$ cat src/hw/rtl/ntc_pkg.sv
`default_nettype none
package ntc_pkg;

  localparam int QDEPTH = 2;

  // register indexes on the configuration channel
  localparam logic [1:0] CFG_BETA    = 2'd0;
  localparam logic [1:0] CFG_NOMINAL = 2'd1;
  localparam logic [1:0] CFG_DIVIDER = 2'd2;
  localparam logic [1:0] CFG_REF_MV  = 2'd3;

  localparam logic [13:0] BETA_RESET    = 14'd3435;
  localparam logic [19:0] NOMINAL_RESET = 20'd10000;
  localparam logic [19:0] DIVIDER_RESET = 20'd10000;
  localparam logic [12:0] REF_MV_RESET  = 13'd3300;

  localparam logic [11:0] MV_SCALE   = 12'd3300;
  localparam logic [16:0] ADC_FULL   = 17'd65535;
  localparam logic [37:0] LN2_Q16    = 38'd45426;
  localparam logic [37:0] LN_ROUND   = 38'd32768;
  localparam logic signed [38:0] T25_CENTI_K = 39'sd29815;
  localparam logic [35:0] NN_SCALE   = 36'd2981500;
  localparam logic [35:0] DIV100_MUL = 36'd167773;

  localparam logic signed [18:0] TEMP_MIN    = -19'sd27315;
  localparam logic signed [18:0] TEMP_CEIL   = 19'sd150000;
  localparam logic signed [18:0] T0_CENTI_K  = 19'sd27315;

  typedef struct packed {
    logic [13:0] beta;
    logic [19:0] nominal;
    logic [19:0] divider;
    logic [12:0] ref_mv;
  } cfg_t;

  typedef struct packed {
    logic        updated;
    logic [11:0] mv;
    logic        oor;
    logic        therm;
    logic        sel;
    logic        calc;
  } cmd_t;

endpackage
`default_nettype wire

$ cat src/hw/rtl/ntc_queue.sv
`default_nettype none
module ntc_queue import ntc_pkg::*; (
  input  wire logic clk,
  input  wire logic rst,
  input  wire logic push,
  input  cmd_t      din,
  output logic      in_ready,
  input  wire logic pop,
  output cmd_t      dout,
  output logic      out_valid
);
  localparam int AW = (QDEPTH > 1) ? $clog2(QDEPTH) : 1;
  localparam int CW = $clog2(QDEPTH + 1);

  cmd_t          mem [QDEPTH];
  logic [AW-1:0] wptr;
  logic [AW-1:0] rptr;
  logic [CW-1:0] count;

  assign in_ready  = (count != CW'(QDEPTH));
  assign out_valid = (count != '0);
  assign dout      = mem[rptr];

  always_ff @(posedge clk) begin
    if (push) begin
      mem[wptr] <= din;
    end
  end

  always_ff @(posedge clk) begin
    if (rst) begin
      wptr  <= '0;
      rptr  <= '0;
      count <= '0;
    end else begin
      if (push) begin
        wptr <= (wptr == AW'(QDEPTH - 1)) ? '0 : wptr + 1'b1;
      end
      if (pop) begin
        rptr <= (rptr == AW'(QDEPTH - 1)) ? '0 : rptr + 1'b1;
      end
      if (push && !pop) begin
        count <= count + 1'b1;
      end else if (pop && !push) begin
        count <= count - 1'b1;
      end
    end
  end
endmodule
`default_nettype wire

$ cat config.mk
export PLATFORM = sky130hd
export DESIGN_NAME = ntc_queue
export DESIGN_NICKNAME = d
export VERILOG_FILES = /design/src/hw/rtl/ntc_pkg.sv /design/src/hw/rtl/ntc_queue.sv
export SDC_FILE = /design/constraint.sdc
export NUM_CORES = 1
export LEC_CHECK = 0
export BUFFER_PORTS_ARGS = -buffer_cell sky130_fd_sc_hd__buf_2
export CORE_MARGIN = 2
export CORE_UTILIZATION = 50
export CTS_CLUSTER_DIAMETER = 30
export DETAILED_ROUTE_END_ITERATION = 10
export GPL_TIMING_DRIVEN = 0
export PLACE_DENSITY = 0.77
export SLEW_MARGIN = 40
export SYNTH_ARGS = -nofsm -noshare
export SYNTH_HDL_FRONTEND = slang
export SYNTH_SLANG_ARGS = --single-unit
$ cat constraint.sdc
create_clock -name clk -period 2.4 [get_ports clk]
set_input_delay 0.24 -clock clk [delete_from_list [all_inputs] [get_ports clk]]
set_output_delay 0.24 -clock clk [all_outputs]
set_load 0.02 [all_outputs]
# Word-level counts from Yosys, hierarchy flattened
# Memory sizes are Yosys's and may differ from the RTL's. A register that Yosys moved wholly into a read port is not among the register bits.
# Cells that the tools add are included.
# totals
regBits	4
ramBits	34
inputBits	21
output_inout_bits	19
word_cells	23
memories	1
# mem_list
memory	depth	width	read_ports	rd_ports_with_merged_regs	write_ports	line	rtl
mem	2	17	1	1	1	ntc_queue.sv:15	cmd_t mem [QDEPTH];
# op_classes
n_addsub	4
eq_ne	1
n_mux	8
n_reduce_logical	6
# ops
operator	n
$mux 1	6
$mux 2	2
$reduce_bool 2->1	2
$add 1x1->1 const B	2
$add 2x1->2 const B	1
$logic_and 1x1->1	2
$logic_not 1->1	2
$ne 2x2->1 const B	1
$sub 2x1->2 const B	1

# Logic depth before layout (Yosys ltp)
# Gate-level depths: netlist of run 1.
# depth
word_depth	4
ltp_mapped	5
depth_no_buf	5

# Worst setup path before layout of run 1
# Ideal clock, no wire load.
# synth_timing
path_type	reg2reg
from	register wptr
to	memory mem[0][0] (netlist bit) (enable)
setup_time_ps	392
arrival_time_ps	1109
required_time_ps	2008
setup_slack_ps	899
path_stages_with_launch	2
n_path_buf	0
synth_period_minus_slack_ps	1501
path_cell_list	dfxtp_1 > nor2b_1
# synth_lines
element	line	rtl
from (decl)	ntc_queue.sv:16	logic [AW-1:0] wptr;
from (signal assigned)	ntc_queue.sv:37	wptr <= (wptr == AW'(QDEPTH - 1)) ? '0 : wptr + 1'b1;
to (decl)	ntc_queue.sv:15	
# No word-level cell before the write port.

==> results of run 1 <==
per-stage QoR:
step	util	cells
after detailed placement	0.614	145
final	0.632	153
after CTS	0.632	153
after global routing	0.632	153
after global placement	0.611	145
after floorplan	-	75
path summary, 6_finish.rpt:
kind / start / end / slack [ns]
hold / removal: din[0] / mem[0][0]$_DFFE_PP_ / 0.09
setup reg to reg: wptr$_SDFFE_PP0P_ / mem[1][4]$_DFFE_PP_ / 0.95
hold reg to reg: rptr$_SDFFE_PP0P_ / flop / 0.53
setup / recovery: flop / dout[9] / 0.63
layout make-up:
type / instances / share of cell area
clock buffers: 8 / 0.0283
multi-input cells: 33 / 0.175
flip-flops and latches: 39 / 0.649
well taps: 31 / 0.0225
repair buffers: 39 / 0.113
plain buffers: 2 / 0.00942
inverters: 1 / 0.00217
per-layer routing:
layer | wire length (um) | part of all wire | global-route usage
met1 | 843 | 0.40 | 0.144
met2 | 1060 | 0.50 | 0.234
met3 | 176 | 0.083 | 0.0816
met4 | 42 | 0.020 | 0.0598
met5 | 0 | 0 | 0
cell usage in the layout (no fill, tap or decap), types with 2 or more instances in the layout:
master | synthesis | final
xnor2_1 | 2 | 2
dfxtp_1 | 5 | 5
xor2_1 | 2 | 2
mux2_1 | 17 | 17
clkbuf_1 | 0 | 3
buf_2 | 1 | 40
clkbuf_4 | 0 | 5
edfxtp_1 | 34 | 34
nor2_1 | 4 | 4
cells by family (layout without fill, tap and decap cells):
group,Yosys count,after routing
adder cells (fa/ha/maj),1,1
XOR/XNOR,4,4
AO/OA/AOI/OAI,2,2
multiplexers,17,17
buffers and inverters,3,50
flip-flops,39,39
AND/OR/NAND/NOR,9,9
sequential cells by signal, summed over array words and instances, names as in the netlist, named ones only:
signal	flops
count	2
mem	34
rptr	1
wptr	1
power by group through the flow:
stage	registers, mW	clock network (mW)	logic (mW)
final	0.801	0.307	0.195
after detailed placement	0.818	0	0.199
after global routing	0.806	0.349	0.211
after floorplan	0.812	0	0.128
after CTS	0.802	0.321	0.200
after global placement	0.814	0	0.192
worst max-delay path: cells and delay by family (launching register included):
kind	cells	cell delay, ns
buf+inv	3	0.55
mux	1	0.33
flops	1	0.31
cell usage after synthesis:
master    number
nor2_1         4
xor2_1         2
dfxtp_1        5
inv_1          1
mux2_1        17
or2_1          1
nand2b_1       1
a21oi_1        1
nor2b_1        1
buf_6          1
and2_1         1
ha_1           1
o21ai_0        1
edfxtp_1      34
buf_2          1
or3_1          1
xnor2_1        2
==> flow_metrics.py, run 1 <==
metrics = {
    "outcome": {
        "outcome": "finished, final reports clean",
    },
    "clock_tree": {
        "ctsResizeCount": 0,
        "cts_tree": "yes",
        "numCtsBuffers": 5,
        "cts_setup_buffers": 0,
        "cts_buffer_depth": 2,
        "worstSkewPairLatency_ns": 0.33,
        "clkTransAtPathRegs_ns": 0.11,
        "clock-sinks": 39,
        "htreeDepth": 2,
        "cts_hold_buf": 0,
        "cts-root-buf": "clkbuf_4",
    },
    "critical_path": {
        "cp_slowest_cell": "mux2_1",
        "cp_common_cell": "buf_2",
        "worst_setup_path_end_kind": "output pin",
        "path_cells": "buf_2, buf_6, mux2_1, buf_2",
        "crit_required_ns": 2.16,
        "rr_worst_depth": 1,
        "critPathMaxStageDelay_ns": 0.33,
        "critical_path_peak_fanout": 10,
        "start_kind": "flop",
        "crit_type": "reg2out",
        "worstPathArrival_ns": 1.53,
    },
    "floorplanning": {
        "coreArea_sq_mm": 0.00273,
        "pin_count": 40,
        "chipHeight_um": 57.6,
        "num_rows": 19,
        "start_util": 0.525,
        "fp.dieW_um": 57.6,
        "dieArea_sq_mm": 0.00332,
    },
    "pwr": {
        "pwr-share-seq": 0.615,
        "cellPowerDensity_mw_per_mm2": 755,
        "pwr-share-clk": 0.236,
        "p_int_mw": 0.982,
        "switching_share": 0.246,
        "total_power_mw": 1.30,
        "power.leakage_nw": 0.674,
        "peakVddDrop_v": 0.000650,
        "p_switching_mw": 0.321,
        "pwr-share-comb": 0.149,
    },
    "synthesis": {
        "synth_top_area_share": 0.711,
        "synthMuxAreaShare": 0.133,
        "yosys.area.top_type": "edfxtp_1",
        "synth.distinct_cells": 17,
        "synth-seq-cells": 39,
        "synth_compound_area_frac": 0.00697,
        "syn_nets": 97,
        "synth_xor_area_frac": 0.0244,
        "synth.area.top_cells": "edfxtp_1, mux2_1, dfxtp_1",
        "synth_area_sq_mm": 0.00144,
        "yosysSeqAreaShare": 0.780,
        "synth_adder_area_share": 0.00871,
        "syn_inst": 75,
        "synth_warnings": 0,
        "synthSimpleGateAreaFrac": 0.0322,
        "synth_top_family_by_area": "multiplexers",
        "syn_avg_cell_area_sq_um": 19.2,
    },
    "final_layout": {
        "fin_area_sq_mm": 0.00173,
        "diodes": 0,
        "nets": 143,
        "drive_gt1_frac": 0.385,
        "area_delta_synth_final_pct": 20.2,
        "regArea_sq_mm": 0.00112,
        "multiInputGateArea_sq_um": 303,
        "n_fill_cell": 205,
    },
    "sta": {
        "maxSlewViolCount": 0,
        "fmax_mhz": 565,
        "fin_hold_ws_ns": 0.0883,
        "fin_ws_ns": 0.630,
        "worst_clock_skew_ns": 0.00703,
        "report.final.hold_viol_count": 0,
        "relSlewSlack": 0.486,
        "setup_violations": 0,
        "finalCritPeriodShare": 0.738,
        "rsz0062_at_grt": "no",
        "tightest_slew_ns": 0.770,
        "finalSetupTns_ns": 0,
        "period_needed_ns": 1.77,
    },
    "global_routing": {
        "track_usage": 0.141,
        "grt_first_pass_wirelength_um": 3280,
        "grt_max_degree": 18,
        "grt_antenna_before_repair": 0,
        "grt-ovfl-total": 0,
        "grt_pass1_vias": 763,
    },
    "placement": {
        "place_ws_ns": 0.911,
        "dp_hpwl_um": 1460,
        "portBuffers": 39,
        "place_congestion": 0.613,
        "detailed_place.area_sq_mm": 0.00168,
    },
    "route": {
        "num_vias": 746,
        "first_pass_iters": 3,
        "postRouteAntennaNets": 0,
        "drc": 0,
        "drt-initial-drc-count": 9,
        "via_per_inst": 4.88,
        "routedWlPerCell_um": 13.9,
        "routed_wl_um": 2120,
    },
    "worst_hold_path": {
        "hold_class": "in2reg",
        "worstHoldPathCells": 1,
    },
    "job": {
        "cap_viol_max_count": 0,
    },
}
Note: power is estimated with default switching activity, not from simulation.
==> inputs of run 2 (changes only) <==
--- a/config.mk
+++ b/config.mk
@@ -7,11 +7,11 @@
 export LEC_CHECK = 0
 export BUFFER_PORTS_ARGS = -buffer_cell sky130_fd_sc_hd__buf_2
 export CORE_MARGIN = 2
-export CORE_UTILIZATION = 50
+export CORE_UTILIZATION = 45
 export CTS_CLUSTER_DIAMETER = 30
 export DETAILED_ROUTE_END_ITERATION = 10
 export GPL_TIMING_DRIVEN = 0
-export PLACE_DENSITY = 0.77
+export PLACE_DENSITY = 0.73
 export SLEW_MARGIN = 40
 export SYNTH_ARGS = -nofsm -noshare
 export SYNTH_HDL_FRONTEND = slang
==> constraint.sdc (replaced) <==
create_clock -name clk -period 1.5 [get_ports clk]
set_input_delay 0.15 -clock clk [delete_from_list [all_inputs] [get_ports clk]]
set_output_delay 0.15 -clock clk [all_outputs]
set_load 0.02 [all_outputs]
==> run 2 against run 1 <==
Critical path depth is 1 lower. Cell count is 21% higher. Flip-flop and latch count stayed put. Critical path type unchanged. Combinational power grew to 2.6 times the previous value. Utilization is 6.9 points higher. Hold slack worse by 0.058 ns. Clock skew is 0.0067 ns higher. Register-to-register slack worse by 0.74 ns. Global-route usage is 1.8 points higher. Power is 75% higher.
==> flow_metrics.py, run 2 (synthesis results as in run 1) <==
metrics = {
    "final_layout": {
        "layout_commonest_cell": "edfxtp_1",
        "top_regs": "mem (34), count (2)",
        "drive_gt1_frac": 0.475,
        "top_register": "mem",
        "nets": 162,
        "area_delta_synth_final_pct": 49.0,
        "diodes": 0,
        "fin_cells": 185,
        "largest_register_ffs": 34,
        "final_util": 0.701,
        "mostFrequentLayoutCells": "edfxtp_1, buf_2, buf_6",
        "fin_area_sq_mm": 0.00214,
    },
    "sta": {
        "maxSlewViolCount": 0,
        "period_needed_ns": 1.47,
        "report.final.hold_viol_count": 0,
        "worst_clock_skew_ns": 0.0138,
        "finalCritPeriodShare": 0.979,
        "tightest_slew_ns": 0.520,
        "rsz0062_at_grt": "yes",
        "fin_hold_ws_ns": 0.0306,
        "fmax_mhz": 681,
        "relSlewSlack": 0.653,
        "setup_violations": 0,
    },
    "placement": {
        "dp_hpwl_um": 1510,
        "place_congestion": 0.612,
        "detailed_place.area_sq_mm": 0.00169,
        "portBuffers": 39,
        "dp_cells": 158,
    },
    "clock_tree": {
        "clock-sinks": 39,
        "worstSkewPairLatency_ns": 0.34,
        "numCtsBuffers": 5,
        "htreeDepth": 2,
        "cts-root-buf": "clkbuf_4",
        "clkTransAtPathRegs_ns": 0.09,
        "cts_buffer_depth": 2,
        "cts_tree": "yes",
    },
    "pwr": {
        "power.leakage_nw": 0.863,
        "peakVddDrop_v": 0.000696,
        "total_power_mw": 2.29,
        "cellPowerDensity_mw_per_mm2": 1070,
    },
    "floorplanning": {
        "start_util": 0.470,
        "chipHeight_um": 60.5,
        "dieArea_sq_mm": 0.00366,
        "coreArea_sq_mm": 0.00305,
        "fp.dieW_um": 60.5,
        "num_rows": 20,
        "pin_count": 40,
    },
    "route": {
        "routed_wl_um": 2670,
        "via_per_inst": 4.66,
        "drt-initial-drc-count": 3,
        "num_vias": 863,
        "postRouteAntennaNets": 0,
        "first_pass_iters": 2,
        "routedWlPerCell_um": 14.5,
        "drc": 0,
    },
    "critical_path": {
        "r2r_end": "mem[1][2]$_DFFE_PP_",
        "endpoint": "dout[14]",
        "worst_setup_path_end_kind": "output pin",
        "critical_path_peak_fanout": 5,
        "crit_required_ns": 1.35,
        "start_kind": "flop",
        "rrSetupSlack_ns": 0.21,
        "rr_worst_depth": 2,
        "r2r-start": "wptr$_SDFFE_PP0P_",
        "crit_type": "reg2out",
        "worstPathArrival_ns": 1.32,
    },
    "global_routing": {
        "grt_max_degree": 18,
        "grt_pass1_vias": 910,
        "grt-ovfl-total": 0,
        "grt_antenna_before_repair": 0,
        "grt_first_pass_wirelength_um": 3970,
        "track_usage": 0.159,
    },
    "job": {
        "cap_viol_max_count": 0,
    },
    "outcome": {
        "outcome": "finished, final reports clean",
    },
    "worst_hold_path": {
        "hold_class": "in2reg",
    },
}
[run 2: worst min-delay path by stage]
stage             from                    end  slack (ns)  cells past startpoint
6_report           rst      wptr$_SDFFE_PP0P_        0.03                      2
5_1_grt            rst      wptr$_SDFFE_PP0P_        0.02                      2
4_1_cts        din[13]   mem[1][13]$_DFFE_PP_       0.002                      1
3_5_place_dp   din[16]   mem[1][16]$_DFFE_PP_        0.34                      1
3_3_place_gp    din[8]    mem[0][8]$_DFFE_PP_        0.34                      1
2_1_floorplan      rst  count[1]$_SDFFE_PP0P_        0.22                      1
[run 2: layout make-up]
type	instances	area (sq um)
tap	44	55.1
sequential	39	1120
inverter	1	3.75
multi-input combinational	33	367
fill	229	913
clock buffer	8	48.8
timing repair buffer	60	541
[run 2: what timing repair did]
action / CTS / global route
setup endpoints to repair: 17 / 17
pin swaps: 0 / 0
setup buffers: 2 / 0
gates cloned: 1 / 0
hold buffers: 16 / 1
gates resized for setup: 36 / 24
hold endpoints to repair: 31 / 2
[run 2: routing by layer]
layer  routed length (um)  track usage  vias to the layer above
met1                 1040        0.157                      419
met4                   38       0.0559                        0
met2                 1450        0.292                       28
met3                  149       0.0725                        6
met5                    0            0                        -
li1                     -            -                      410
[run 2: report_power, final]
part / internal [mW] / switching [mW] / total (mW)
Sequential: 1.26 / 0.0350 / 1.29
Combinational: 0.282 / 0.219 / 0.501
Clock: 0.187 / 0.304 / 0.491
Total: 1.73 / 0.558 / 2.29
[run 2: stage by stage]
step                setup TNS, ns  worst slack [ns]
floorplan                       0             0.290
CTS                         -1.26            -0.112
global placement                0            0.0845
global route               -0.284           -0.0312
detailed placement              0           0.00691
finish                          0            0.0314
[run 2: critical path: stages, from the launching register on]
cell	delay, ns
dfxtp_4	0.40
buf_6	0.15
mux2_4	0.31
buf_6	0.13
