$ cat config.mk
export PLATFORM = sky130hd
export DESIGN_NAME = ntc_front_flat
export DESIGN_NICKNAME = d
export VERILOG_FILES = /design/src/hw/rtl/ntc_pkg.sv /design/src/hw/rtl/ntc_if.sv /design/src/hw/rtl/ntc_front.sv /design/src/flat_wrapper.sv
export SDC_FILE = /design/constraint.sdc
export NUM_CORES = 1
export LEC_CHECK = 0
export BUFFER_PORTS_ARGS = -buffer_cell sky130_fd_sc_hd__buf_2
export CORE_AREA = 4 4 124 126
export DETAILED_ROUTE_END_ITERATION = 10
export DIE_AREA = 0 0 128 130
export PLACE_DENSITY_LB_ADDON = 0.05
export SYNTH_ARGS = -nofsm -noshare
export SYNTH_HDL_FRONTEND = slang
export SYNTH_SLANG_ARGS = --single-unit
export TNS_END_PERCENT = 5
$ cat constraint.sdc
create_clock -name clk -period 20.4 [get_ports clk]
set_clock_uncertainty 0.05 [all_clocks]
set_input_delay 4.08 -clock clk [delete_from_list [all_inputs] [get_ports clk]]
set_output_delay 4.08 -clock clk [all_outputs]
set_load 0.02 [all_outputs]
$ cat src/hw/rtl/ntc_pkg.sv
`default_nettype none
package ntc_pkg;

  localparam int QDEPTH = 2;

  // register indexes on the configuration channel
  localparam logic [1:0] CFG_BETA    = 2'd0;
  localparam logic [1:0] CFG_NOMINAL = 2'd1;
  localparam logic [1:0] CFG_DIVIDER = 2'd2;
  localparam logic [1:0] CFG_REF_MV  = 2'd3;

  localparam logic [13:0] BETA_RESET    = 14'd3435;
  localparam logic [19:0] NOMINAL_RESET = 20'd10000;
  localparam logic [19:0] DIVIDER_RESET = 20'd10000;
  localparam logic [12:0] REF_MV_RESET  = 13'd3300;

  localparam logic [11:0] MV_SCALE   = 12'd3300;
  localparam logic [16:0] ADC_FULL   = 17'd65535;
  localparam logic [37:0] LN2_Q16    = 38'd45426;
  localparam logic [37:0] LN_ROUND   = 38'd32768;
  localparam logic signed [38:0] T25_CENTI_K = 39'sd29815;
  localparam logic [35:0] NN_SCALE   = 36'd2981500;
  localparam logic [35:0] DIV100_MUL = 36'd167773;

  localparam logic signed [18:0] TEMP_MIN    = -19'sd27315;
  localparam logic signed [18:0] TEMP_CEIL   = 19'sd150000;
  localparam logic signed [18:0] T0_CENTI_K  = 19'sd27315;

  typedef struct packed {
    logic [13:0] beta;
    logic [19:0] nominal;
    logic [19:0] divider;
    logic [12:0] ref_mv;
  } cfg_t;

  typedef struct packed {
    logic        updated;
    logic [11:0] mv;
    logic        oor;
    logic        therm;
    logic        sel;
    logic        calc;
  } cmd_t;

endpackage
`default_nettype wire

$ cat src/hw/rtl/ntc_if.sv
`default_nettype none
interface ntc_in_if import ntc_pkg::*; ();
  logic        valid;
  logic        ready;
  logic [1:0]  channel;
  logic [15:0] raw_sample;
  modport source(output valid, channel, raw_sample, input ready);
  modport sink(input valid, channel, raw_sample, output ready);
endinterface

`default_nettype wire

$ cat src/hw/rtl/ntc_front.sv
`default_nettype none
module ntc_front import ntc_pkg::*; #(
  parameter int CHANNELS = 3
) (
  input  wire logic clk,
  input  wire logic rst,
  ntc_in_if.sink    sample,
  input  cfg_t      cfg,
  output logic      cmd_valid,
  output cmd_t      cmd,
  input  wire logic cmd_ready
);
  localparam int CW = (CHANNELS > 1) ? $clog2(CHANNELS) : 1;

  logic [15:0]   last_sample [CHANNELS];
  logic          accept;
  logic          in_range;
  logic [CW-1:0] idx;
  logic [27:0]   prod;
  logic [11:0]   q0;
  logic [16:0]   rem;
  logic [11:0]   mv;
  logic          changed;
  logic          therm;

  assign sample.ready = cmd_ready;
  assign accept       = sample.valid && cmd_ready;
  assign cmd_valid    = accept;

  assign in_range = (32'(sample.channel) < CHANNELS);
  assign idx      = CW'(sample.channel);
  assign therm    = in_range && (sample.channel == 2'd1 || sample.channel == 2'd2);

  // divide by 65535: quotient from the high half, one correction step
  assign prod = 28'(sample.raw_sample) * 28'(MV_SCALE);
  assign q0   = prod[27:16];
  assign rem  = 17'(prod[15:0]) + 17'(q0);
  assign mv   = (rem >= ADC_FULL) ? q0 + 12'd1 : q0;

  assign changed = in_range && (last_sample[idx] != sample.raw_sample);

  always_comb begin
    cmd.updated = changed;
    cmd.mv      = in_range ? mv : '0;
    cmd.therm   = therm;
    cmd.sel     = (sample.channel == 2'd2);
    cmd.oor     = therm && (mv == '0 || 13'(mv) >= cfg.ref_mv);
    cmd.calc    = therm && changed && !(mv == '0 || 13'(mv) >= cfg.ref_mv);
  end

  always_ff @(posedge clk) begin
    if (rst) begin
      for (int i = 0; i < CHANNELS; i++) begin
        last_sample[i] <= '0;
      end
    end else if (accept && changed) begin
      last_sample[idx] <= sample.raw_sample;
    end
  end
endmodule
`default_nettype wire

$ cat src/flat_wrapper.sv
// flat-port wrapper written by rule: the top's interface ports become plain ports
module ntc_front_flat import ntc_pkg::*;
#(
  parameter int CHANNELS = 3
)
  (clk, rst, cfg, cmd_valid, cmd, cmd_ready, sample_valid, sample_channel, sample_raw_sample, sample_ready);
  ntc_in_if sample_i ();
  input  wire logic clk;
  input  wire logic rst;
  input  cfg_t cfg;
  output logic cmd_valid;
  output cmd_t cmd;
  input  wire logic cmd_ready;
  input wire logic [$bits(sample_i.valid)-1:0] sample_valid;
  input wire logic [$bits(sample_i.channel)-1:0] sample_channel;
  input wire logic [$bits(sample_i.raw_sample)-1:0] sample_raw_sample;
  output wire logic [$bits(sample_i.ready)-1:0] sample_ready;
  assign sample_i.valid = sample_valid;
  assign sample_i.channel = sample_channel;
  assign sample_i.raw_sample = sample_raw_sample;
  assign sample_ready = sample_i.ready;
  ntc_front #(.CHANNELS(CHANNELS)) u_core (.clk(clk), .rst(rst), .sample(sample_i), .cfg(cfg), .cmd_valid(cmd_valid), .cmd(cmd), .cmd_ready(cmd_ready));
endmodule
## Word-level counts from Yosys, hierarchy flattened

Memory sizes are Yosys's and may differ from the RTL's.
Index checks and enable logic that the tools add are counted.

- Register bits: 0
- Output and inout bits: 19
- Bits of input ports: 89
- RAM bits: 48
- Memories kept: 1

Memory list:

| memory | depth | bits a word | read ports | clocked after memory_dff | wr ports | RTL line | text |
|---|---|---|---|---|---|---|---|
| u_core.last_sample | 3 | 16 | 1 | 0 | 3 | ntc_front.sv:15 | `logic [15:0] last_sample [CHANNELS];` |

- Magnitude comparators: 3
- Eq/ne operators: 3
- $add $sub $neg: 2
- Multiplexer cells: 10
- Multipliers: 1
- Reductions and logical operators: 12

Operator list:

| cell | number |
|---|---|
| $mul 16x10->26 const B | 1 |
| $mux 12 | 2 |
| $add 16x12->17 | 1 |
| $ge 17x16->1 const B | 1 |
| $mux 16 | 1 |
| $ne 16x16->1 | 1 |
| $reduce_or 16->1 | 1 |
| $ge 12x13->1 | 1 |
| $add 12x1->12 const B | 1 |
| $logic_not 12->1 | 1 |
| $logic_and 1x1->1 | 7 |
| $mux 1 | 6 |
| $eq 2x1->1 const B | 1 |
| $eq 2x2->1 const B | 1 |
| $logic_or 1x1->1 | 2 |
| $lt 2x2->1 const B | 1 |
| $mux 2 | 1 |
| $logic_not 1->1 | 1 |

## Logic depth before layout (Yosys ltp)

Gate-level depths: netlist of run 1.
An unclocked memory read counts as a cell.

- Word-level depth: 9
- Gate-level depth with buffers: 42
- Depth with buffers taken out: 40

## Least setup slack after synthesis of run 1

OpenSTA, ideal clock, no wires.

- Path type: input-to-output
- Start point: input sample_raw_sample[7]
- End point: output cmd[0] (netlist name)
- Path buffers: 2
- Arrival time: 13.006 ns
- Cell stages on the path: 41
- Slack: 3.264 ns
- Path through: ha_1 > inv_1 > fa_1 > inv_1 > fa_1 > fa_1 > inv_1 > fa_1 > inv_1 > ha_1 > buf_2 > a21oi_1 > o21ai_2 > a221o_1 > nor3_4 > o21bai_1 > a21oi_1 > o21ai_0 > [5 not listed] > a222oi_1 > o2111ai_1 > a2111oi_4 > nor2_1 > buf_4 > a31oi_1 > ha_1 > nor2b_1 > o21a_1 > o21a_1 > o21a_1 > o21a_1 > o21a_1 > o21a_1 > o21a_1 > o211ai_1 > a21boi_0 > a311oi_1

RTL lines:

| item | RTL line | text |
|---|---|---|
| from (decl) | flat_wrapper.sv:16 | `input wire logic [$bits(sample_i.raw_sample)-1:0] sample_raw_sample;` |
| to (decl) | flat_wrapper.sv:12 | `output cmd_t cmd;` |

==> results of run 1 <==
[per-layer routing]
layer  up-vias  part of all wire (%)
li1       2868                     -
met4         0                   1.4
met1      2858                    41
met3        19                   2.8
met2        98                    55
met5         -                     0
[cells by family (layout without fill, tap and decap cells)]
group                    Yosys count  in the layout  share of synthesized area [%]
buffers and inverters            153            196                           7.68
other                              1             16                         0.0484
AND/OR/NAND/NOR                  201            201                           14.3
flip-flops                        64             64                           24.8
adder cells (fa/ha/maj)          159            159                           30.1
XOR/XNOR                          51             51                           5.94
multiplexers                      20             20                           5.18
AO/OA/AOI/OAI                    130            130                           12.0
[critical path, delay by kind of cell]
family / cells / cell delay, ps
AO/OA/AOI/OAI: 19 / 4210
XOR/XNOR: 1 / 480
adder cells (fa/ha/maj): 8 / 3490
buffers and inverters: 6 / 620
AND/OR/NAND/NOR: 7 / 1480
[stage by stage]
stage          instance area (um^2)  hold slack (ps)  worst slack, ps  utilization (%)
2_1_floorplan                  7810             1360             3260                -
3_3_place_gp                   8210             1480             2010             57.3
3_5_place_dp                   8210             1530             1900             57.3
4_1_cts                        8460             1570             1840             59.1
5_1_grt                        8460             1640             1240             59.1
6_report                       8460             1580             1880             59.1
[cell type report]
type	count	area [um^2]	share of cell area (%)
clock inverters	2	7.51	0.0888
inverters	125	469	5.55
well taps	184	230	2.72
flip-flops and latches	64	1920	22.7
multi-input cells	577	5300	62.7
repair buffers	56	288	3.40
clock buffers	13	240	2.84
[cells in the final DEF, fill, tap and decap left out, drive strengths merged, types with 4 or more instances in the layout]
| cell type | Yosys | final |
|---|---|---|
| edfxtp | 64 | 64 |
| fa | 46 | 46 |
| nor2 | 40 | 40 |
| a21oi | 29 | 29 |
| clkbuf | 17 | 13 |
| a21boi | 4 | 4 |
| a21o | 13 | 13 |
| a2111oi | 4 | 4 |
| and2 | 4 | 4 |
| xor2 | 13 | 13 |
| a311oi | 4 | 4 |
| nand3 | 14 | 14 |
| o21a | 11 | 11 |
| xnor2 | 37 | 37 |
| nand2 | 27 | 27 |
| mux4 | 16 | 16 |
| nand4 | 11 | 11 |
| buf | 11 | 56 |
| inv | 125 | 125 |
| conb | 1 | 16 |
| nor4 | 9 | 9 |
| ha | 113 | 113 |
| and3 | 50 | 50 |
| nor2b | 15 | 15 |
| o211ai | 9 | 9 |
| o21ai | 20 | 20 |
| a211oi | 4 | 4 |
| or3 | 8 | 8 |
| a31oi | 4 | 4 |
| nor3 | 11 | 11 |
[worst paths after layout]
check | from | to | slack [ps] | cells past startpoint
setup / recovery | sample_raw_sample[7] | cmd[0] | 1880 | 41
hold / removal | u_core.last_sample[3][0] | u_core.last_sample[0][13] | 1580 | 7
setup reg to reg | u_core.last_sample[3][1] | u_core.last_sample[0][5] | 17290 | 7
hold reg to reg | u_core.last_sample[3][0] | u_core.last_sample[0][13] | 1580 | 7
==> run_results.csv, run 1 <==
group,metric,value,unit
outcome,status,"finished clean",
logic_synthesis,synth-seq-cells,64,
setup_path,critPathMaxStageDelay,550,ps
timing,min_period_over_period,90.8,%
logic_synthesis,synthTopCellsByArea,"edfxtp_1, ha_1, fa_1",
route,drt_drc_violations_left,0,
final_layout,finalNonFillerCells,1021,
logic_synthesis,ys.flop_type,"edfxtp_1",
timing,layout_min_cycle_time,18520,ps
clocking,cts_buffers,9,
clocking,cts.path.max_buffers,2,
placed_design,dp_cells,1006,
logic_synthesis,syn_area,0.00775,mm^2
global_route,grt_usage,22.5,%
final_layout,fillers,1286,
setup_path,path_class,"input pin to primary output",
final_layout,areaGrowthSynthToFinish,9.05,%
placed_design,io_buffers,53,
setup_path,arrival,14390,ps
timing,finalSetupViolations,0,
timing,fmax,0.0540,GHz
final_layout,final_layout_size_suffix_gt1_share,11.4,%
clocking,htreeDepth,3,
route,wl_per_cell,17.8,um
logic_synthesis,netlist.area_leader.share,24.8,%
global_route,gr-usage-met2,43.7,%
logic_synthesis,async_reset_ff_share,0,%
final_layout,largestRegisters,"u_core.last_sample (64)",
floorplanning,core_area,0.0143,mm^2
global_route,antenna_found_initial,0,
final_layout,largest_reg_flops,64,
timing,drv_slew,0,
min_path,min_path_type,"flip-flop to flip-flop",
logic_synthesis,synth_seq_area_share,24.8,%
route,drt-pass1-iter-count,4,
floorplanning,io_pins,108,
clocking,cts_tree,"done",
route,drt_wl_total,18200,um
floorplanning,initial_core_util,54.2,%
clocking,clock-sinks,64,
floorplanning,die_h,130,um
final_layout,top_register,"u_core.last_sample",
logic_synthesis,syn_avg_cell_area,9.95,um^2
setup_path,crit_slowest_cell,"fa_1",
logic_synthesis,ys.warnings.count,0,
route,vias_per_cell,5.72,
final_layout,final_nets,1081,
timing,slew_headroom,35.0,%
timing,finalHoldViolations,0,
final_layout,diodes,0,
global_route,grt_use_met3,2.25,%
placed_design,place.gp.congestion,0.904,
setup_path,crit_top_cell,"o21a_1",
setup_path,cp-end-kind,"primary output",
logic_synthesis,synthTopCellsByCount,"inv_1, ha_1, edfxtp_1",
setup_path,start_kind,"input pin",
flow_run,maxCapViolCount,0,
global_route,use_met1,26.1,%
clocking,clkTransAtPathRegs,50,ps
timing,finalSetupTns,0,ps
global_route,grt_pass1_vias,5997,
logic_synthesis,ys_types,71,
logic_synthesis,yosysTopAreaCell,"edfxtp_1",
route,ant_nets,0,
placed_design,dp_hpwl,14600,um
floorplanning,rows,44,
clocking,cts_resized,0,
setup_path,crit_fanout,11,
clocking,post_cts_buffers,0,
logic_synthesis,synth-edff-count,64,
clocking,worstSkewPairLatency,330,ps
timing,worst_slew_pin_slew,967,ps
floorplanning,dieArea,0.0166,mm^2
timing,grt_setup_unrepaired,"no",
global_route,grt_pass1_wl,29500,um
route,vias,5843,
route,drtIter0Drc,282,
setup_path,crit_required,16270,ps
floorplanning,die_x,128,um
global_route,grt.overflow.total,0,
logic_synthesis,synth.most_common_cell,"inv_1",
clocking,cts_hold_buffers,0,
global_route,grt_max_degree,31,
clocking,root_buffer,"clkbuf_16",
global_route,top_usage_layer,"met2",
logic_synthesis,syn_inst,779,
Power of run 1 is not shown: default switching activity piles up to over one toggle a cycle in this logic, so the estimate is an artifact.
==> run 2, diff against run 1 <==
--- a/config.mk
+++ b/config.mk
@@ -6,10 +6,11 @@
 export NUM_CORES = 1
 export LEC_CHECK = 0
 export BUFFER_PORTS_ARGS = -buffer_cell sky130_fd_sc_hd__buf_2
-export CORE_AREA = 4 4 124 126
+export CORE_AREA = 4 4 125 127
 export DETAILED_ROUTE_END_ITERATION = 10
-export DIE_AREA = 0 0 128 130
-export PLACE_DENSITY_LB_ADDON = 0.05
+export DIE_AREA = 0 0 129 131
+export PLACE_DENSITY_LB_ADDON = 0.15
+export SLEW_MARGIN = 20
 export SYNTH_ARGS = -nofsm -noshare
 export SYNTH_HDL_FRONTEND = slang
 export SYNTH_SLANG_ARGS = --single-unit
==> constraint.sdc (replaced) <==
create_clock -name clk -period 15 [get_ports clk]
set_clock_uncertainty 0.05 [all_clocks]
set_input_delay 3 -clock clk [delete_from_list [all_inputs] [get_ports clk]]
set_output_delay 3 -clock clk [all_outputs]
set_load 0.02 [all_outputs]
==> run 2 against run 1 <==
Against the previous run:
- the flow now finishes with violations (negative setup slack)
- global-route usage increased by 3.1 points
- worst hold slack improved by 6.8 ps
- critical path depth unchanged
- critical endpoint unchanged
- critical path type unchanged
- largest cell class unchanged
- highest routed layer unchanged
==> run_results.csv, run 2 (same netlist as run 1, synthesis figures left out) <==
group,metric,value,unit
min_path,min_path_type,"flip-flop to flip-flop",
min_path,min_path_cells,7,
setup_path,rr_endpoint,"u_core.last_sample[1][0]",
final_layout,final_cell_mix,"buf_4, inv_1, ha_1",
floorplanning,rows,44,
final_layout,fillers,1081,
global_route,grt_pass1_wl,33900,um
timing,min_period_over_period,101,%
placed_design,place.gp.congestion,0.938,
setup_path,crit_fanout,4,
setup_path,crit_top_cell,"o21a_1",
final_layout,largest_reg_flops,64,
timing,worst_slew_pin_slew,802,ps
clocking,clock-sinks,64,
timing,grt_setup_unrepaired,"yes",
route,drt_drc_violations_left,0,
final_layout,final_nets,1234,
route,vias_per_cell,5.73,
clocking,worstSkewPairLatency,330,ps
setup_path,ff2ff_setup_slack,11850,ps
placed_design,io_buffers,53,
setup_path,crit_required,11950,ps
setup_path,r2r_start,"u_core.last_sample[3][15]",
final_layout,areaGrowthSynthToFinish,32.2,%
final_layout,finalNonFillerCells,1173,
floorplanning,initial_core_util,53.8,%
timing,finalSetupViolations,2,
min_path,hp-start,"u_core.last_sample[0][1]",
clocking,htreeDepth,3,
floorplanning,die_h,131,um
timing,drv_slew,0,
final_layout,final_layout_size_suffix_gt1_share,32.9,%
route,drt-pass1-iter-count,5,
clocking,root_buffer,"clkbuf_16",
timing,fmax,0.0657,GHz
setup_path,cp-end-kind,"primary output",
floorplanning,io_pins,108,
timing,final.setup.worst_slack,-220,ps
global_route,antenna_found_initial,0,
floorplanning,core_area,0.0144,mm^2
clocking,cts.path.max_buffers,2,
final_layout,diodes,0,
setup_path,crit_slowest_cell,"fa_1",
route,vias,6723,
placed_design,dp_cells,1139,
setup_path,critPathMaxStageDelay,550,ps
clocking,cts_tree,"done",
clocking,cts_buffers,9,
final_layout,final_common_cell,"buf_4",
global_route,grt_usage,25.6,%
timing,layout_min_cycle_time,15220,ps
setup_path,start_kind,"input pin",
timing,slew_headroom,46.6,%
clocking,clkTransAtPathRegs,50,ps
final_layout,top_register,"u_core.last_sample",
global_route,grt.overflow.total,0,
setup_path,path_class,"input pin to primary output",
route,drt_wl_total,21800,um
global_route,grt_pass1_vias,6961,
placed_design,dp_hpwl,16500,um
route,ant_nets,0,
setup_path,arrival,12170,ps
outcome,violations,"negative setup slack",
floorplanning,dieArea,0.0169,mm^2
final_layout,largestRegisters,"u_core.last_sample (64)",
setup_path,r2r_cells,7,
route,drtIter0Drc,490,
flow_run,maxCapViolCount,0,
route,wl_per_cell,18.6,um
global_route,grt_max_degree,27,
floorplanning,die_x,129,um
outcome,status,"finished, violations left",
timing,finalHoldViolations,0,
min_path,holdPathEnd,"u_core.last_sample[1][10]",
[run 2: critical path, delay by kind of cell]
family / cells / cell delay [ps]
AOI/OAI and AO/OA: 18 / 3900
adders and majority gates: 8 / 3100
and+or+nand+nor: 6 / 1020
buffers and inverters: 8 / 840
xor gates and xnor gates: 1 / 300
[run 2: through the flow]
step	hold slack [ps]	setup TNS (ps)	util (%)	setup slack (ps)	cell area, um^2
floorplan	1360	0	-	24.3	7810
global placement	1490	-933	63.8	-524	9210
detailed placement	1560	-1140	63.8	-630	9210
CTS	1580	0	69.3	1.12	10000
global route	1690	-1010	71.1	-545	10200
finish	1590	-363	71.1	-220	10200
[run 2: area by class of cell]
| type | instances | area, um^2 | area share, % |
|---|---|---|---|
| Clock inverter | 3 | 11.3 | 0.110 |
| Timing Repair Buffer | 209 | 1490 | 14.5 |
| Tap cell | 184 | 230 | 2.25 |
| Inverter | 125 | 469 | 4.58 |
| Sequential cell | 64 | 1920 | 18.8 |
| Multi-Input combinational cell | 577 | 5890 | 57.5 |
| Clock buffer | 11 | 233 | 2.27 |
[run 2: worst max-delay path by stage]
stage	startpoint	end	slack (ps)
floorplan	sample_raw_sample[7]	cmd[0]	20
global placement	sample_raw_sample[7]	cmd[0]	-520
detailed placement	sample_raw_sample[9]	cmd[0]	-630
CTS	sample_raw_sample[1]	cmd[0]	1
global route	sample_raw_sample[7]	cmd[0]	-550
finish	sample_raw_sample[9]	cmd[0]	-220
[run 2: layer usage]
metal / vias to the layer above / track usage [%] / share of wire [%]
li1: 3178 / - / -
met1: 3268 / 29.4 / 39
met2: 220 / 48.5 / 53
met3: 57 / 2.64 / 4.0
met4: 0 / 10.5 / 4.0
met5: - / 0 / 0
[run 2: timing repair]
item                                    4_1_cts  5_1_grt
hold buffers                                  0        0
setup buffers                                15        5
pin swaps                                    57       52
resized for setup                            72       36
endpoints found under the setup margin        2        2
Power of run 2 is left out for the same reason.
==> run 3, diff against run 2 <==
--- a/config.mk
+++ b/config.mk
@@ -10,7 +10,6 @@
 export DETAILED_ROUTE_END_ITERATION = 10
 export DIE_AREA = 0 0 129 131
 export PLACE_DENSITY_LB_ADDON = 0.15
-export SLEW_MARGIN = 20
 export SYNTH_ARGS = -nofsm -noshare
 export SYNTH_HDL_FRONTEND = slang
 export SYNTH_SLANG_ARGS = --single-unit
==> constraint.sdc (replaced) <==
create_clock -name clk -period 15 [get_ports clk]
set_clock_uncertainty 0.05 [all_clocks]
set_input_delay 1.5 -clock clk [delete_from_list [all_inputs] [get_ports clk]]
set_output_delay 1.5 -clock clk [all_outputs]
set_load 0.02 [all_outputs]
==> run 3 against run 2 <==
Against the previous run:
- the run now ends clean
- first-iteration DRC count down 20%
- wire length decreased by 15%
- cell count fell by 13%
- via count down 13%
- clock-buffer cell count up 2
- utilization shrank 12 points
- sequential cell count unchanged
- die area stayed put
- sequential share of layout area grew 4.0 points
- critical path depth did not move
- worst hold slack got worse by 130 ps
- register-to-register slack got worse by 90 ps
- critical path type unchanged
- critical endpoint unchanged
==> run_results.csv, run 3 (same netlist as run 1, synthesis figures left out) <==
group,metric,value,unit
clocking,cts_resized,0,
setup_path,crit_top_cell,"o21a_1",
route,ant_nets,0,
route,drt-pass1-iter-count,4,
clocking,cts_hold_buffers,0,
route,wl_per_cell,18.3,um
setup_path,path_class,"input pin to primary output",
clocking,root_buffer,"clkbuf_16",
clocking,cts_tree,"done",
floorplanning,io_pins,108,
timing,slew_headroom,27.6,%
route,drtIter0Drc,391,
outcome,status,"finished clean",
setup_path,crit_end,"cmd[0]",
final_layout,regArea,0.00192,mm^2
route,drt_wl_total,18700,um
floorplanning,initial_core_util,53.8,%
setup_path,critPathMaxStageDelay,920,ps
global_route,antenna_found_initial,0,
global_route,grt_pass1_vias,6028,
timing,min_period_over_period,90.6,%
placed_design,place.gp.congestion,0.899,
floorplanning,core_area,0.0144,mm^2
timing,grt_setup_unrepaired,"no",
final_layout,fillers,1246,
global_route,grt_usage,22.7,%
placed_design,io_buffers,53,
timing,finalSetupTns,0,ps
min_path,hp-start,"sample_raw_sample[14]",
timing,drv_slew,0,
clocking,clock-sinks,64,
floorplanning,die_x,129,um
min_path,min_path_type,"input pin to flip-flop",
clocking,cts.path.max_buffers,2,
setup_path,arrival,12050,ps
clocking,worstSkewPairLatency,330,ps
timing,finalSetupViolations,0,
clocking,post_cts_buffers,0,
setup_path,rr_endpoint,"u_core.last_sample[2][2]",
clocking,htreeDepth,3,
route,vias,5882,
route,drt_drc_violations_left,0,
timing,worst_slew_pin_slew,1070,ps
floorplanning,dieArea,0.0169,mm^2
final_layout,multi_input_area,0.00530,mm^2
timing,finalHoldViolations,0,
setup_path,r2r_cells,7,
final_layout,diodes,0,
timing,layout_min_cycle_time,13600,ps
final_layout,top_register,"u_core.last_sample",
placed_design,dp_hpwl,14900,um
flow_run,maxCapViolCount,0,
floorplanning,rows,44,
final_layout,final_common_cell,"inv_1",
final_layout,final_cell_mix,"inv_1, ha_1, edfxtp_1",
setup_path,ff2ff_setup_slack,11760,ps
route,vias_per_cell,5.77,
final_layout,largestRegisters,"u_core.last_sample (64)",
setup_path,startpoint,"sample_raw_sample[8]",
final_layout,areaGrowthSynthToFinish,8.96,%
final_layout,largest_reg_flops,64,
final_layout,final_nets,1080,
global_route,grt_max_degree,34,
setup_path,crit_fanout,11,
setup_path,crit_slowest_cell,"o311ai_1",
setup_path,r2r_start,"u_core.last_sample[3][15]",
setup_path,crit_required,13450,ps
global_route,grt_pass1_wl,30000,um
floorplanning,die_h,131,um
timing,fmax,0.0736,GHz
setup_path,start_kind,"input pin",
clocking,clkTransAtPathRegs,50,ps
setup_path,cp-end-kind,"primary output",
global_route,grt.overflow.total,0,
clocking,cts_buffers,9,
final_layout,final_layout_size_suffix_gt1_share,11.2,%
[run 3: worst max-delay path: cells and delay by family]
kind                     cells  cell delay, ps
buffers and inverters        6             640
AO/OA/AOI/OAI               20            4740
AND/OR/NAND/NOR              7            1600
adder cells (fa/ha/maj)      8            3540
[run 3: how the worst min path moves through the flow]
stage | to | slack [ps] | cells past startpoint
after global placement | u_core.last_sample[3][14] | 1780 | 1
final | u_core.last_sample[3][14] | 1460 | 1
after CTS | u_core.last_sample[3][14] | 1450 | 1
after global routing | u_core.last_sample[3][14] | 1470 | 1
after detailed placement | u_core.last_sample[3][14] | 1790 | 1
after floorplan | u_core.last_sample[2][10] | 1360 | 6
[run 3: layer usage]
metal	global-route usage (%)	wire length [um]	vias to the layer above
met5	0	0	-
met4	8.40	527	0
met3	2.44	547	32
met2	43.2	10000	109
met1	26.2	7550	2876
li1	-	-	2865
[run 3: layout make-up]
| type | instances | area share, % |
|---|---|---|
| Multi-Input combinational cell | 577 | 62.7 |
| Sequential cell | 64 | 22.7 |
| Inverter | 125 | 5.55 |
| Timing Repair Buffer | 55 | 3.32 |
| Clock buffer | 13 | 2.84 |
| Tap cell | 184 | 2.73 |
| Clock inverter | 2 | 0.0889 |
[run 3: through the flow]
step | util [%] | cells | setup WS [ps] | hold WS [ps] | cell area, um^2
after floorplan | - | 794 | 3020 | 1360 | 7810
after global placement | 56.8 | 1004 | 1620 | 1780 | 8190
after detailed placement | 56.8 | 1004 | 1470 | 1790 | 8190
after CTS | 58.5 | 1019 | 1430 | 1450 | 8440
after global routing | 58.6 | 1020 | 772 | 1470 | 8450
final | 58.6 | 1020 | 1400 | 1460 | 8450
Power of run 3 is left out for the same reason.
